File: src/rgc_pkg.sv
// Shared types and constants for the RGB gradient color block.
// No dependencies; imported by the config register file, the channel pipeline and the top level.
`timescale 1ns / 1ps

package rgc_pkg;

	localparam int unsigned ColorW = 8;
	localparam int unsigned NumChan = 3;
	localparam int unsigned IndexW = 3;

	// config register indexes
	typedef enum logic [IndexW-1:0] {
		REG_START_RED   = 3'd0,
		REG_START_GREEN = 3'd1,
		REG_START_BLUE  = 3'd2,
		REG_END_RED     = 3'd3,
		REG_END_GREEN   = 3'd4,
		REG_END_BLUE    = 3'd5,
		REG_STEP_COUNT  = 3'd6
	} reg_index_t;

	localparam logic [ColorW-1:0] StepCountReset = 8'd1;

	typedef struct packed {
		logic [NumChan-1:0][ColorW-1:0] start_col;
		logic [NumChan-1:0][ColorW-1:0] end_col;
		logic [ColorW-1:0]              step_count;
	} cfg_t;

endpackage

File: src/rgc_cfg.sv
// Configuration register file: start color, end color and step count.
// Depends on rgc_pkg.
`timescale 1ns / 1ps

module rgc_cfg (
	input  logic                       clk,
	input  logic                       arst_n,
	input  logic                       wr_en,
	input  logic [rgc_pkg::IndexW-1:0] wr_index,
	input  logic [rgc_pkg::ColorW-1:0] wr_data,
	output rgc_pkg::cfg_t              cfg
);
	import rgc_pkg::*;

	cfg_t cfg_q;

	always_ff @(posedge clk or negedge arst_n) begin
		if (!arst_n) begin
			cfg_q.start_col  <= '0;
			cfg_q.end_col    <= '0;
			cfg_q.step_count <= StepCountReset;
		end else if (wr_en) begin
			unique case (wr_index)
				REG_START_RED:   cfg_q.start_col[0] <= wr_data;
				REG_START_GREEN: cfg_q.start_col[1] <= wr_data;
				REG_START_BLUE:  cfg_q.start_col[2] <= wr_data;
				REG_END_RED:     cfg_q.end_col[0] <= wr_data;
				REG_END_GREEN:   cfg_q.end_col[1] <= wr_data;
				REG_END_BLUE:    cfg_q.end_col[2] <= wr_data;
				REG_STEP_COUNT: begin
					// drop a zero step count
					if (wr_data != '0) cfg_q.step_count <= wr_data;
				end
				default: ;
			endcase
		end
	end

	assign cfg = cfg_q;

endmodule

File: src/rgc_channel.sv
// One color channel: multiply, four restoring divide stages of two bits, round and clamp.
// Depends on rgc_pkg.
`timescale 1ns / 1ps

module rgc_channel (
	input  logic                       clk,
	input  logic [rgc_pkg::ColorW-1:0] k_s1,
	input  logic [rgc_pkg::ColorW-1:0] start_col,
	input  logic [rgc_pkg::ColorW-1:0] end_col,
	input  logic [rgc_pkg::ColorW:0]   steps_p1,
	input  logic                       bad_s6,
	output logic [rgc_pkg::ColorW-1:0] result
);
	import rgc_pkg::*;

	localparam int unsigned RemW = 18;
	localparam int unsigned DenW = ColorW + 2;
	localparam int unsigned ProdW = 2 * ColorW;

	// one restoring step: quotient bit in the top bit, remainder below
	function automatic logic [RemW:0] div_step(input logic [RemW-1:0] rem,
		input logic [DenW-1:0] den, input logic [2:0] pos);
		logic [RemW-1:0] sub;
		sub = {{(RemW-DenW){1'b0}}, den} << pos;
		if (rem >= sub) return {1'b1, rem - sub};
		else return {1'b0, rem};
	endfunction

	logic              up;
	logic [ColorW-1:0] span;

	assign up   = start_col <= end_col;
	assign span = up ? end_col - start_col : start_col - end_col;

	logic [ProdW-1:0]  prod_s2;
	logic              up_s2, up_s3, up_s4, up_s5, up_s6;
	logic [ColorW-1:0] s_s2, s_s3, s_s4, s_s5, s_s6;
	logic [ColorW-1:0] e_s2, e_s3, e_s4, e_s5, e_s6;
	logic [DenW-1:0]   den_s2, den_s3, den_s4, den_s5;
	logic [RemW-1:0]   rem_s3, rem_s4, rem_s5;
	logic [ColorW-1:0] q_s3, q_s4, q_s5, q_s6;
	logic [ColorW-1:0] result_s7;

	logic [RemW-1:0] num;
	logic [RemW:0]   a3, b3, a4, b4, a5, b5, a6, b6;

	// 2kd + M, less one on a falling channel to turn round-half-up into round-half-down
	assign num = {1'b0, prod_s2, 1'b0} + {{(RemW-ColorW-1){1'b0}}, den_s2[DenW-1:1]}
		- {{(RemW-1){1'b0}}, ~up_s2};

	assign a3 = div_step(num, den_s2, 3'd7);
	assign b3 = div_step(a3[RemW-1:0], den_s2, 3'd6);
	assign a4 = div_step(rem_s3, den_s3, 3'd5);
	assign b4 = div_step(a4[RemW-1:0], den_s3, 3'd4);
	assign a5 = div_step(rem_s4, den_s4, 3'd3);
	assign b5 = div_step(a5[RemW-1:0], den_s4, 3'd2);
	assign a6 = div_step(rem_s5, den_s5, 3'd1);
	assign b6 = div_step(a6[RemW-1:0], den_s5, 3'd0);

	logic [ColorW:0]   sum;
	logic [ColorW:0]   diff;
	logic [ColorW-1:0] final_val;

	assign sum  = {1'b0, s_s6} + {1'b0, q_s6};
	assign diff = {1'b0, s_s6} - {1'b0, q_s6};

	always_comb begin
		if (bad_s6) final_val = '0;
		else if (up_s6) final_val = (sum > {1'b0, e_s6}) ? e_s6 : sum[ColorW-1:0];
		else if (diff[ColorW] || diff[ColorW-1:0] < e_s6) final_val = e_s6;
		else final_val = diff[ColorW-1:0];
	end

	always_ff @(posedge clk) begin
		prod_s2 <= k_s1 * span;
		up_s2   <= up;
		s_s2    <= start_col;
		e_s2    <= end_col;
		den_s2  <= {steps_p1, 1'b0};

		rem_s3 <= b3[RemW-1:0];
		q_s3   <= {6'd0, a3[RemW], b3[RemW]};
		up_s3  <= up_s2;
		s_s3   <= s_s2;
		e_s3   <= e_s2;
		den_s3 <= den_s2;

		rem_s4 <= b4[RemW-1:0];
		q_s4   <= {q_s3[5:0], a4[RemW], b4[RemW]};
		up_s4  <= up_s3;
		s_s4   <= s_s3;
		e_s4   <= e_s3;
		den_s4 <= den_s3;

		rem_s5 <= b5[RemW-1:0];
		q_s5   <= {q_s4[5:0], a5[RemW], b5[RemW]};
		up_s5  <= up_s4;
		s_s5   <= s_s4;
		e_s5   <= e_s4;
		den_s5 <= den_s4;

		q_s6  <= {q_s5[5:0], a6[RemW], b6[RemW]};
		up_s6 <= up_s5;
		s_s6  <= s_s5;
		e_s6  <= e_s5;

		result_s7 <= final_val;
	end

	assign result = result_s7;

endmodule

File: src/rgb_gradient_step_colour.sv
// done rises with the color result, registered through k_s1, the k*d product, the
// divide stages and the final register. Throughput: one word per cycle; busy stays low.
// The depth is set by the divide by 2*(step_count+1), two quotient bits per stage over
// four stages, after the k*d multiply. The receiver cannot stall, so nothing holds the pipe.
// Reset clears config to its reset values and empties the valid pipeline.
`timescale 1ns / 1ps

module rgb_gradient_step_colour (
	input  logic                       clk,
	input  logic                       arst_n,
	input  logic                       start,
	output logic                       busy,
	input  logic [rgc_pkg::ColorW-1:0] step_index,
	input  logic                       wr_en,
	input  logic [rgc_pkg::IndexW-1:0] wr_index,
	input  logic [rgc_pkg::ColorW-1:0] wr_data,
	output logic                       done,
	output logic [rgc_pkg::ColorW-1:0] out_red,
	output logic [rgc_pkg::ColorW-1:0] out_green,
	output logic [rgc_pkg::ColorW-1:0] out_blue
);
	import rgc_pkg::*;

	localparam int unsigned Depth = 7;

	cfg_t cfg;

	rgc_cfg u_cfg (
		.clk     (clk),
		.arst_n  (arst_n),
		.wr_en   (wr_en),
		.wr_index(wr_index),
		.wr_data (wr_data),
		.cfg     (cfg)
	);

	assign busy = 1'b0;

	logic              accept;
	logic              bad;
	logic [ColorW-1:0] k_s1;
	logic [Depth-1:0]  valid_q;
	logic [5:0]        bad_q;

	assign accept = start && !busy;
	assign bad    = (step_index == '0) || (step_index > cfg.step_count);

	always_ff @(posedge clk or negedge arst_n) begin
		if (!arst_n) valid_q <= '0;
		else valid_q <= {valid_q[Depth-2:0], accept};
	end

	always_ff @(posedge clk) begin
		k_s1  <= step_index;
		bad_q <= {bad_q[4:0], bad};
	end

	logic [NumChan-1:0][ColorW-1:0] result;
	logic [ColorW:0]                steps_p1;

	assign steps_p1 = {1'b0, cfg.step_count} + 9'd1;

	for (genvar c = 0; c < NumChan; c++) begin : g_chan
		rgc_channel u_chan (
			.clk      (clk),
			.k_s1     (k_s1),
			.start_col(cfg.start_col[c]),
			.end_col  (cfg.end_col[c]),
			.steps_p1 (steps_p1),
			.bad_s6   (bad_q[5]),
			.result   (result[c])
		);
	end

	assign done      = valid_q[Depth-1];
	assign out_red   = result[0];
	assign out_green = result[1];
	assign out_blue  = result[2];

endmodule
File: config.mk
export PLATFORM = sky130hd
export DESIGN_NAME = rgb_gradient_step_colour
export DESIGN_NICKNAME = d
export VERILOG_FILES = /design/src/rgc_pkg.sv /design/src/rgc_cfg.sv /design/src/rgc_channel.sv /design/src/rgb_gradient_step_colour.sv
export SDC_FILE = /design/constraint.sdc
export NUM_CORES = 2
export LEC_CHECK = 0
export ABC_AREA = 1
export BUFFER_PORTS_ARGS = -buffer_cell sky130_fd_sc_hd__buf_4
export CORE_MARGIN = 1
export CORE_UTILIZATION = 40
export DETAILED_ROUTE_END_ITERATION = 8
export HOLD_SLACK_MARGIN = 0.05
export PLACE_DENSITY_LB_ADDON = 0.3
export SKIP_CTS_REPAIR_TIMING = 1
export SYNTH_ARGS = -nofsm -noshare
export SYNTH_HDL_FRONTEND = slang
export SYNTH_SLANG_ARGS = --single-unit
File: constraint.sdc
create_clock -name clk -period 9.8 [get_ports clk]
set_input_delay 1.47 -clock clk [delete_from_list [all_inputs] [get_ports clk]]
set_output_delay 1.47 -clock clk [all_outputs]
set_load 0.1 [all_outputs]
* Word-level counts from Yosys, hierarchy flattened *
Index checks and enable logic that the tools add are counted.

word-level totals
  input port bits = 23
  register bits = 662
  output and inout bits = 26
  logic and storage cells = 225

cells by class
  muxes and demuxes = 36
  $lt $le $gt $ge = 34
  multipliers = 3
  reductions and logical operators = 14
  equal/unequal tests = 6
  add/sub/neg operators = 43
  bitwise operators = 3

operator list
  cell                                    number
  two-way mux 19 bit                      24
  two-way mux 8 bit                       12
  adder 17 x 9 -> 18 bit                  3
  >= comparator 18 x 10 -> 1 bit          3
  >= comparator 18 x 11 -> 1 bit          3
  >= comparator 18 x 12 -> 1 bit          3
  >= comparator 18 x 13 -> 1 bit          3
  >= comparator 18 x 14 -> 1 bit          3
  >= comparator 18 x 15 -> 1 bit          3
  >= comparator 18 x 16 -> 1 bit          3
  >= comparator 18 x 17 -> 1 bit          3
  subtractor 18 x 1 -> 18 bit             3
  subtractor 18 x 10 -> 18 bit            3
  subtractor 18 x 11 -> 18 bit            3
  subtractor 18 x 12 -> 18 bit            3
  subtractor 18 x 13 -> 18 bit            3
  subtractor 18 x 14 -> 18 bit            3
  subtractor 18 x 15 -> 18 bit            3
  subtractor 18 x 16 -> 18 bit            3
  subtractor 18 x 17 -> 18 bit            3
  multiplier 8 x 8 -> 16 bit              3
  subtractor 8 bit                        6
  adder 8 x 8 -> 9 bit                    3
  greater-than comparator 9 x 8 -> 1 bit  3
  other kinds (15)                        34

* Logic depth before layout (Yosys ltp) *
  depth after elaboration = 6
  depth in mapped cells = 41
  depth with buffers taken out = 41

* By module *
A second synthesis with hierarchy kept.

unflattened totals
  cells, all modules = 6,207
  area total of the unflattened synthesis = 47,081.4 µm²

modules (own cells, without submodules)
  module                          area each (µm²)  cells an instance  times used  sequential area each (µm²)
  rgc_channel (g_chan[2].u_chan)  14,777.9         1,979              1           4,384.2
  rgc_channel (g_chan[0].u_chan)  14,741.6         1,970              1           4,384.2
  rgc_channel (g_chan[1].u_chan)  14,619.0         1,962              1           4,384.2
  rgc_cfg                         2,119.5          215                1           1,402.6
  rgb_gradient_step_colour        823.3            81                 1           455.4

* Worst setup path after synthesis *
OpenSTA, ideal clock, no wires.

  path type = register -> register
  from = register u_cfg.cfg[32] (netlist name)
  to = register g_chan[0].u_chan.prod_s2[15]
  period minus slack after synthesis = 5.583 ns
  cell stages (with the launch flop) = 30
  required time = 9.678 ns
  arrival time = 5.461 ns
  setup slack = 4.217 ns
  path buffers = 0
  library setup time = 0.122 ns
  cells stage by stage = dfrtp_1 -> inv_1 -> ha_1 -> inv_1 -> fa_1 -> inv_1 -> o21ai_0 -> nand2_1 -> nand3_1 -> nand2_2 -> mux2i_1 -> xor2_1 -> nor2_1 -> fa_1 -> inv_1 -> fa_1 -> inv_1 -> fa_1 -> inv_1 -> fa_1 -> inv_1 -> ha_1 -> nand2_1 -> nor2_1 -> a21oi_1 -> o21ai_0 -> a21oi_1 -> nor2_1 -> nor2_1 -> xor2_1

on the way
  cells in the longest elaborated chain, start to end = 3
  elaborated cells on any way between the ends = 5
  those cells by class = 2 x add/sub; 1 x mul; 1 x order compare; 1 x mux

RTL lines
  element                     line               RTL
  <= comparator 8 bit         rgc_channel.sv:32  assign up = start_col <= end_col;
  net g_chan[0].u_chan.up     rgc_channel.sv:29  logic up;
  two-way mux 8 bit           rgc_channel.sv:33  assign span = up ? end_col - start_col : start_col - end_col;
  multiplier 8 x 8 -> 16 bit  rgc_channel.sv:75  prod_s2 <= k_s1 * span;
  end signal: assignment      rgc_channel.sv:75
  end: declaration            rgc_channel.sv:35  logic [ProdW-1:0] prod_s2;

The timed path passes the listed nets, and every way through them passes these cells.
A chain may end at the register's enable or synchronous reset.

* Final worst setup path *
  from = register u_cfg.cfg[48] (netlist name)
  to = register g_chan[2].u_chan.prod_s2[12]

on the way
  cells in the longest elaborated chain, start to end = 3
  elaborated cells on any way between the ends = 5
  those cells by class = 2 x add/sub; 1 x mul; 1 x order compare; 1 x mux

RTL lines
  element                     line
  <= comparator 8 bit         rgc_channel.sv:32
  net g_chan[2].u_chan.up     rgc_channel.sv:29
  two-way mux 8 bit           rgc_channel.sv:33
  multiplier 8 x 8 -> 16 bit  rgc_channel.sv:75
  end signal: assignment      rgc_channel.sv:75
  end: declaration            rgc_channel.sv:35

The timed path passes the listed nets, and every way through them passes these cells.

==> summary.md <==
| Metric | Value |
|---|---|
| Final ANT Viol Nets | 0 |
| Met1 GRT Util | 28.4% |
| Ports | about 50 |
| Synth area leader | dfxtp_1 |
| Total Die Area | ~110000 µm² |
| Max_slew headroom | between 15 and 20% |
| Largest net degree at the start of global routing | 64 |
| Busiest grt layer | met2 |
| DR iter-0 viols | 2352 |
| Initial antenna violation count | 0 |
| Tmin final | 6590 ps |
| WL/cell | between 15 and 20 µm |
| Die Span Y | 336 µm |
| Final setup fails | 0 |
| Worst Hold Launch | g_chan[1].u_chan.e_s5[5]$_DFF_P_ |
| Most frequent cells in the layout | nand2_1 (1279), inv_1 (970), dfxtp_1 (599) |
| Share of cells above drive strength 1 | 5.41% |
| HP Class | flip-flop to flip-flop |
| FF-to-FF Start | u_cfg.cfg[48]$_DFFE_PN0P_ |
| Synth Warn # | 0 |
| Final hold violation count | 0 |
| Setup Skew | ~38 ps |
| Crit start category | flip-flop |
| Setup_tns | 0 ps |
| GP Congestion | between 0.9 and 1 |
| Worst Path Arrival | 7110 ps |
| TritonCTS Buffers | just over 70 |
| Ys flop type | dfxtp_1 |
| Die width | between 300 and 400 µm |
| Via count | 36387 |
| Setup CP Type | flip-flop to flip-flop |
| Via/cell ratio | approximately 4.9 |
| Cells on worst reg2reg path | 26 |
| CTS H-tree lvls | 3 |
| Core Util, Final | between 40% and 50% |
| Area growth syn-to-layout | 9.71% |
| Root buffer cell | clkbuf_16 |
| Crit Path Max Fanout | 7 |
| Period utilisation layout | between 60 and 70% |
| Share of async-settable or async-resettable flops after synthesis | about a tenth |
| Slew Limit Fails | 0 |
| Routed WL | 114000 µm |
| Syn avg cell area | 7.63 µm² |
| CTS tree | built |
| Sink Count | 662 |
| Starting density of the core | between 40% and 50% |
| Synthesized area | 44600 µm² |
| FF+latch count, synth | 662 |
| Core area | about 110000 µm² |
| Port bufs | 47 |
| Worst Hold Path Cells | 0 |
| Hold worst-path end | g_chan[1].u_chan.e_s6[5]$_DFF_P_ |
| Yosys top cell area share | 26.9% |
| Placed Cells | 7310 |
| Vias in the first global route | ~34000 |
| Hpwl dp | about 92000 µm |
| Post-synthesis instance total | roughly 5800 |
| Synth unique cells | 70 |
| Share of the yosys chip area belonging to registers | between 30 and 40% |
| GR met2 Demand/Resource | about a third |
| EDFF count, synth | 0 |
| Crit path required time | a little over 10000 ps |
| Reg2reg setup slack | 3210 ps |
| Layout Nets | 6608 |
| Reg2reg end | g_chan[2].u_chan.prod_s2[12]$_DFF_P_ |
| Clock transition at path regs | 60 ps |
| Max_cap viols | 0 |
| Unrepaired setup endpoints after global routing | false |
| Mapped Nets | 6559 |
| Leading post-synthesis cells by cell area | dfxtp_1 (27%), ha_1 (15%), nand2_1 (11%), inv_1 (8.2%), fa_1 (6.5%) |
| Critical Path Sink Type | flip-flop |
| Commonest non-fill, non-tap cell in the layout | nand2_1 |
| TritonRoute pass-1 iters | 7 |
| Post-Layout Cell Count | 7441 |
| Outcome | complete, no violations |
| # DRC | 0 |
| Global-route wire length before repair | roughly 180000 µm |
| Max Clk Rate | 0.152 GHz |
| Worst skew pair latency | 660 ps |
| Total track usage | 20.0% |
| Grt met3 use | under 10% |
| Slew @ Worst Pin | 1250 ps |
| Grt total ovfl | 0 |
| # rows | between 100 and 150 |
| Max Buffers Root-to-Sink | 3 |
## routing by layer
| layer | part of all wire, % | up-vias | routed length, µm |
|---|---|---|---|
| met5 | 0 | - | 0 |
| met4 | 2.1 | 0 | 2400 |
| met3 | 4.0 | 127 | 4610 |
| met2 | 45 | 732 | 50800 |
| met1 | 49 | 16650 | 56300 |
| li1 | - | 18878 | - |
## worst max-delay path by stage
| stage | startpoint | endpoint | slack, ps | cells after the start |
|---|---|---|---|---|
| finish | u_cfg.cfg[48]$_DFFE_PN0P_ | g_chan[2].u_chan.prod_s2[12]$_DFF_P_ | 3210 | 26 |
| global route | g_chan[0].u_chan.den_s2[1]$_DFF_P_ | g_chan[0].u_chan.rem_s3[15]$_DFF_P_ | 2600 | 34 |
| CTS | u_cfg.cfg[48]$_DFFE_PN0P_ | g_chan[2].u_chan.prod_s2[12]$_DFF_P_ | 3300 | 26 |
| detailed placement | u_cfg.cfg[48]$_DFFE_PN0P_ | g_chan[2].u_chan.prod_s2[12]$_DFF_P_ | 3350 | 26 |
| global placement | u_cfg.cfg[48]$_DFFE_PN0P_ | g_chan[2].u_chan.prod_s2[12]$_DFF_P_ | 3400 | 26 |
| floorplan | u_cfg.cfg[32]$_DFFE_PN0P_ | g_chan[0].u_chan.prod_s2[15]$_DFF_P_ | 4220 | 29 |
## state kept, by name, summed over array words and instances, names as in the netlist, 48 cells and up
signal / count
g_chan.u_chan.prod_s2: 48
g_chan.u_chan.rem_s3: 54
g_chan.u_chan.rem_s4: 54
g_chan.u_chan.rem_s5: 54
u_cfg.cfg: 56
## final cells by class
class,count,area [µm²]
repair buffers,53,398
well taps,1488,1860
diodes,2,5.00
inverters,989,3710
clock inverters,37,504
multi-input cells,4118,26900
fillers,11142,61700
flip-flops and latches,662,13600
clock buffers,92,2000
## cell usage after synthesis (18+ instances only)
master,instances
nand3_2,18
ha_1,546
xor2_1,178
o21ai_0,254
inv_1,970
xnor2_1,84
clkbuf_1,37
dfrtp_1,62
nand2_2,30
dfxtp_1,599
a21oi_1,386
o21ai_1,26
nand2_1,1279
fa_1,144
a21o_1,28
nor2_1,415
nor4_1,18
nand3_1,316
or2_2,21
nand4_1,84
o21bai_1,21
nand3b_1,24
nor3_1,61
a31oi_1,23
## cells by family (layout without fill, tap and decap cells)
family                   after synthesis  after routing  share of synthesized area, %
AO/OA/AOI/OAI                        831            831                          10.3
other                                  1              3                       0.00841
flip-flops                           662            662                          30.4
multiplexers                           9              9                         0.210
adder cells (fa/ha/maj)              690            690                          21.8
buffers and inverters               1066           1171                          9.31
AND/OR/NAND/NOR                     2323           2323                          22.7
XOR/XNOR                             264            264                          5.22
## worst max-delay path: stages, from the launching register on
cell,delay (ps)
dfrtp_1,420
inv_1,70
ha_1,210
fa_1,420
o21ai_1,200
nand2_1,70
nand3_1,80
nand2_2,140
mux2i_1,210
xor2_1,980
nor2_1,140
fa_1,560
inv_1,60
fa_1,520
inv_1,50
fa_1,470
inv_1,50
fa_1,480
inv_1,50
ha_1,330
a21oi_1,210
nand2_1,110
nand3_1,80
nand2_1,80
a21oi_1,170
o21ai_0,130
xor2_1,160
## stage by stage
step | hold WS, ps | setup WS, ps | cell area (µm²)
floorplan | 310 | 4220 | 44600
global placement | 311 | 3400 | 46400
detailed placement | 312 | 3350 | 46400
CTS | 303 | 3300 | 48900
global route | 313 | 2600 | 48900
finish | 299 | 3210 | 48900
Power is not shown: default switching activity piles up to over one toggle a cycle in this logic, so the estimate is an artifact.
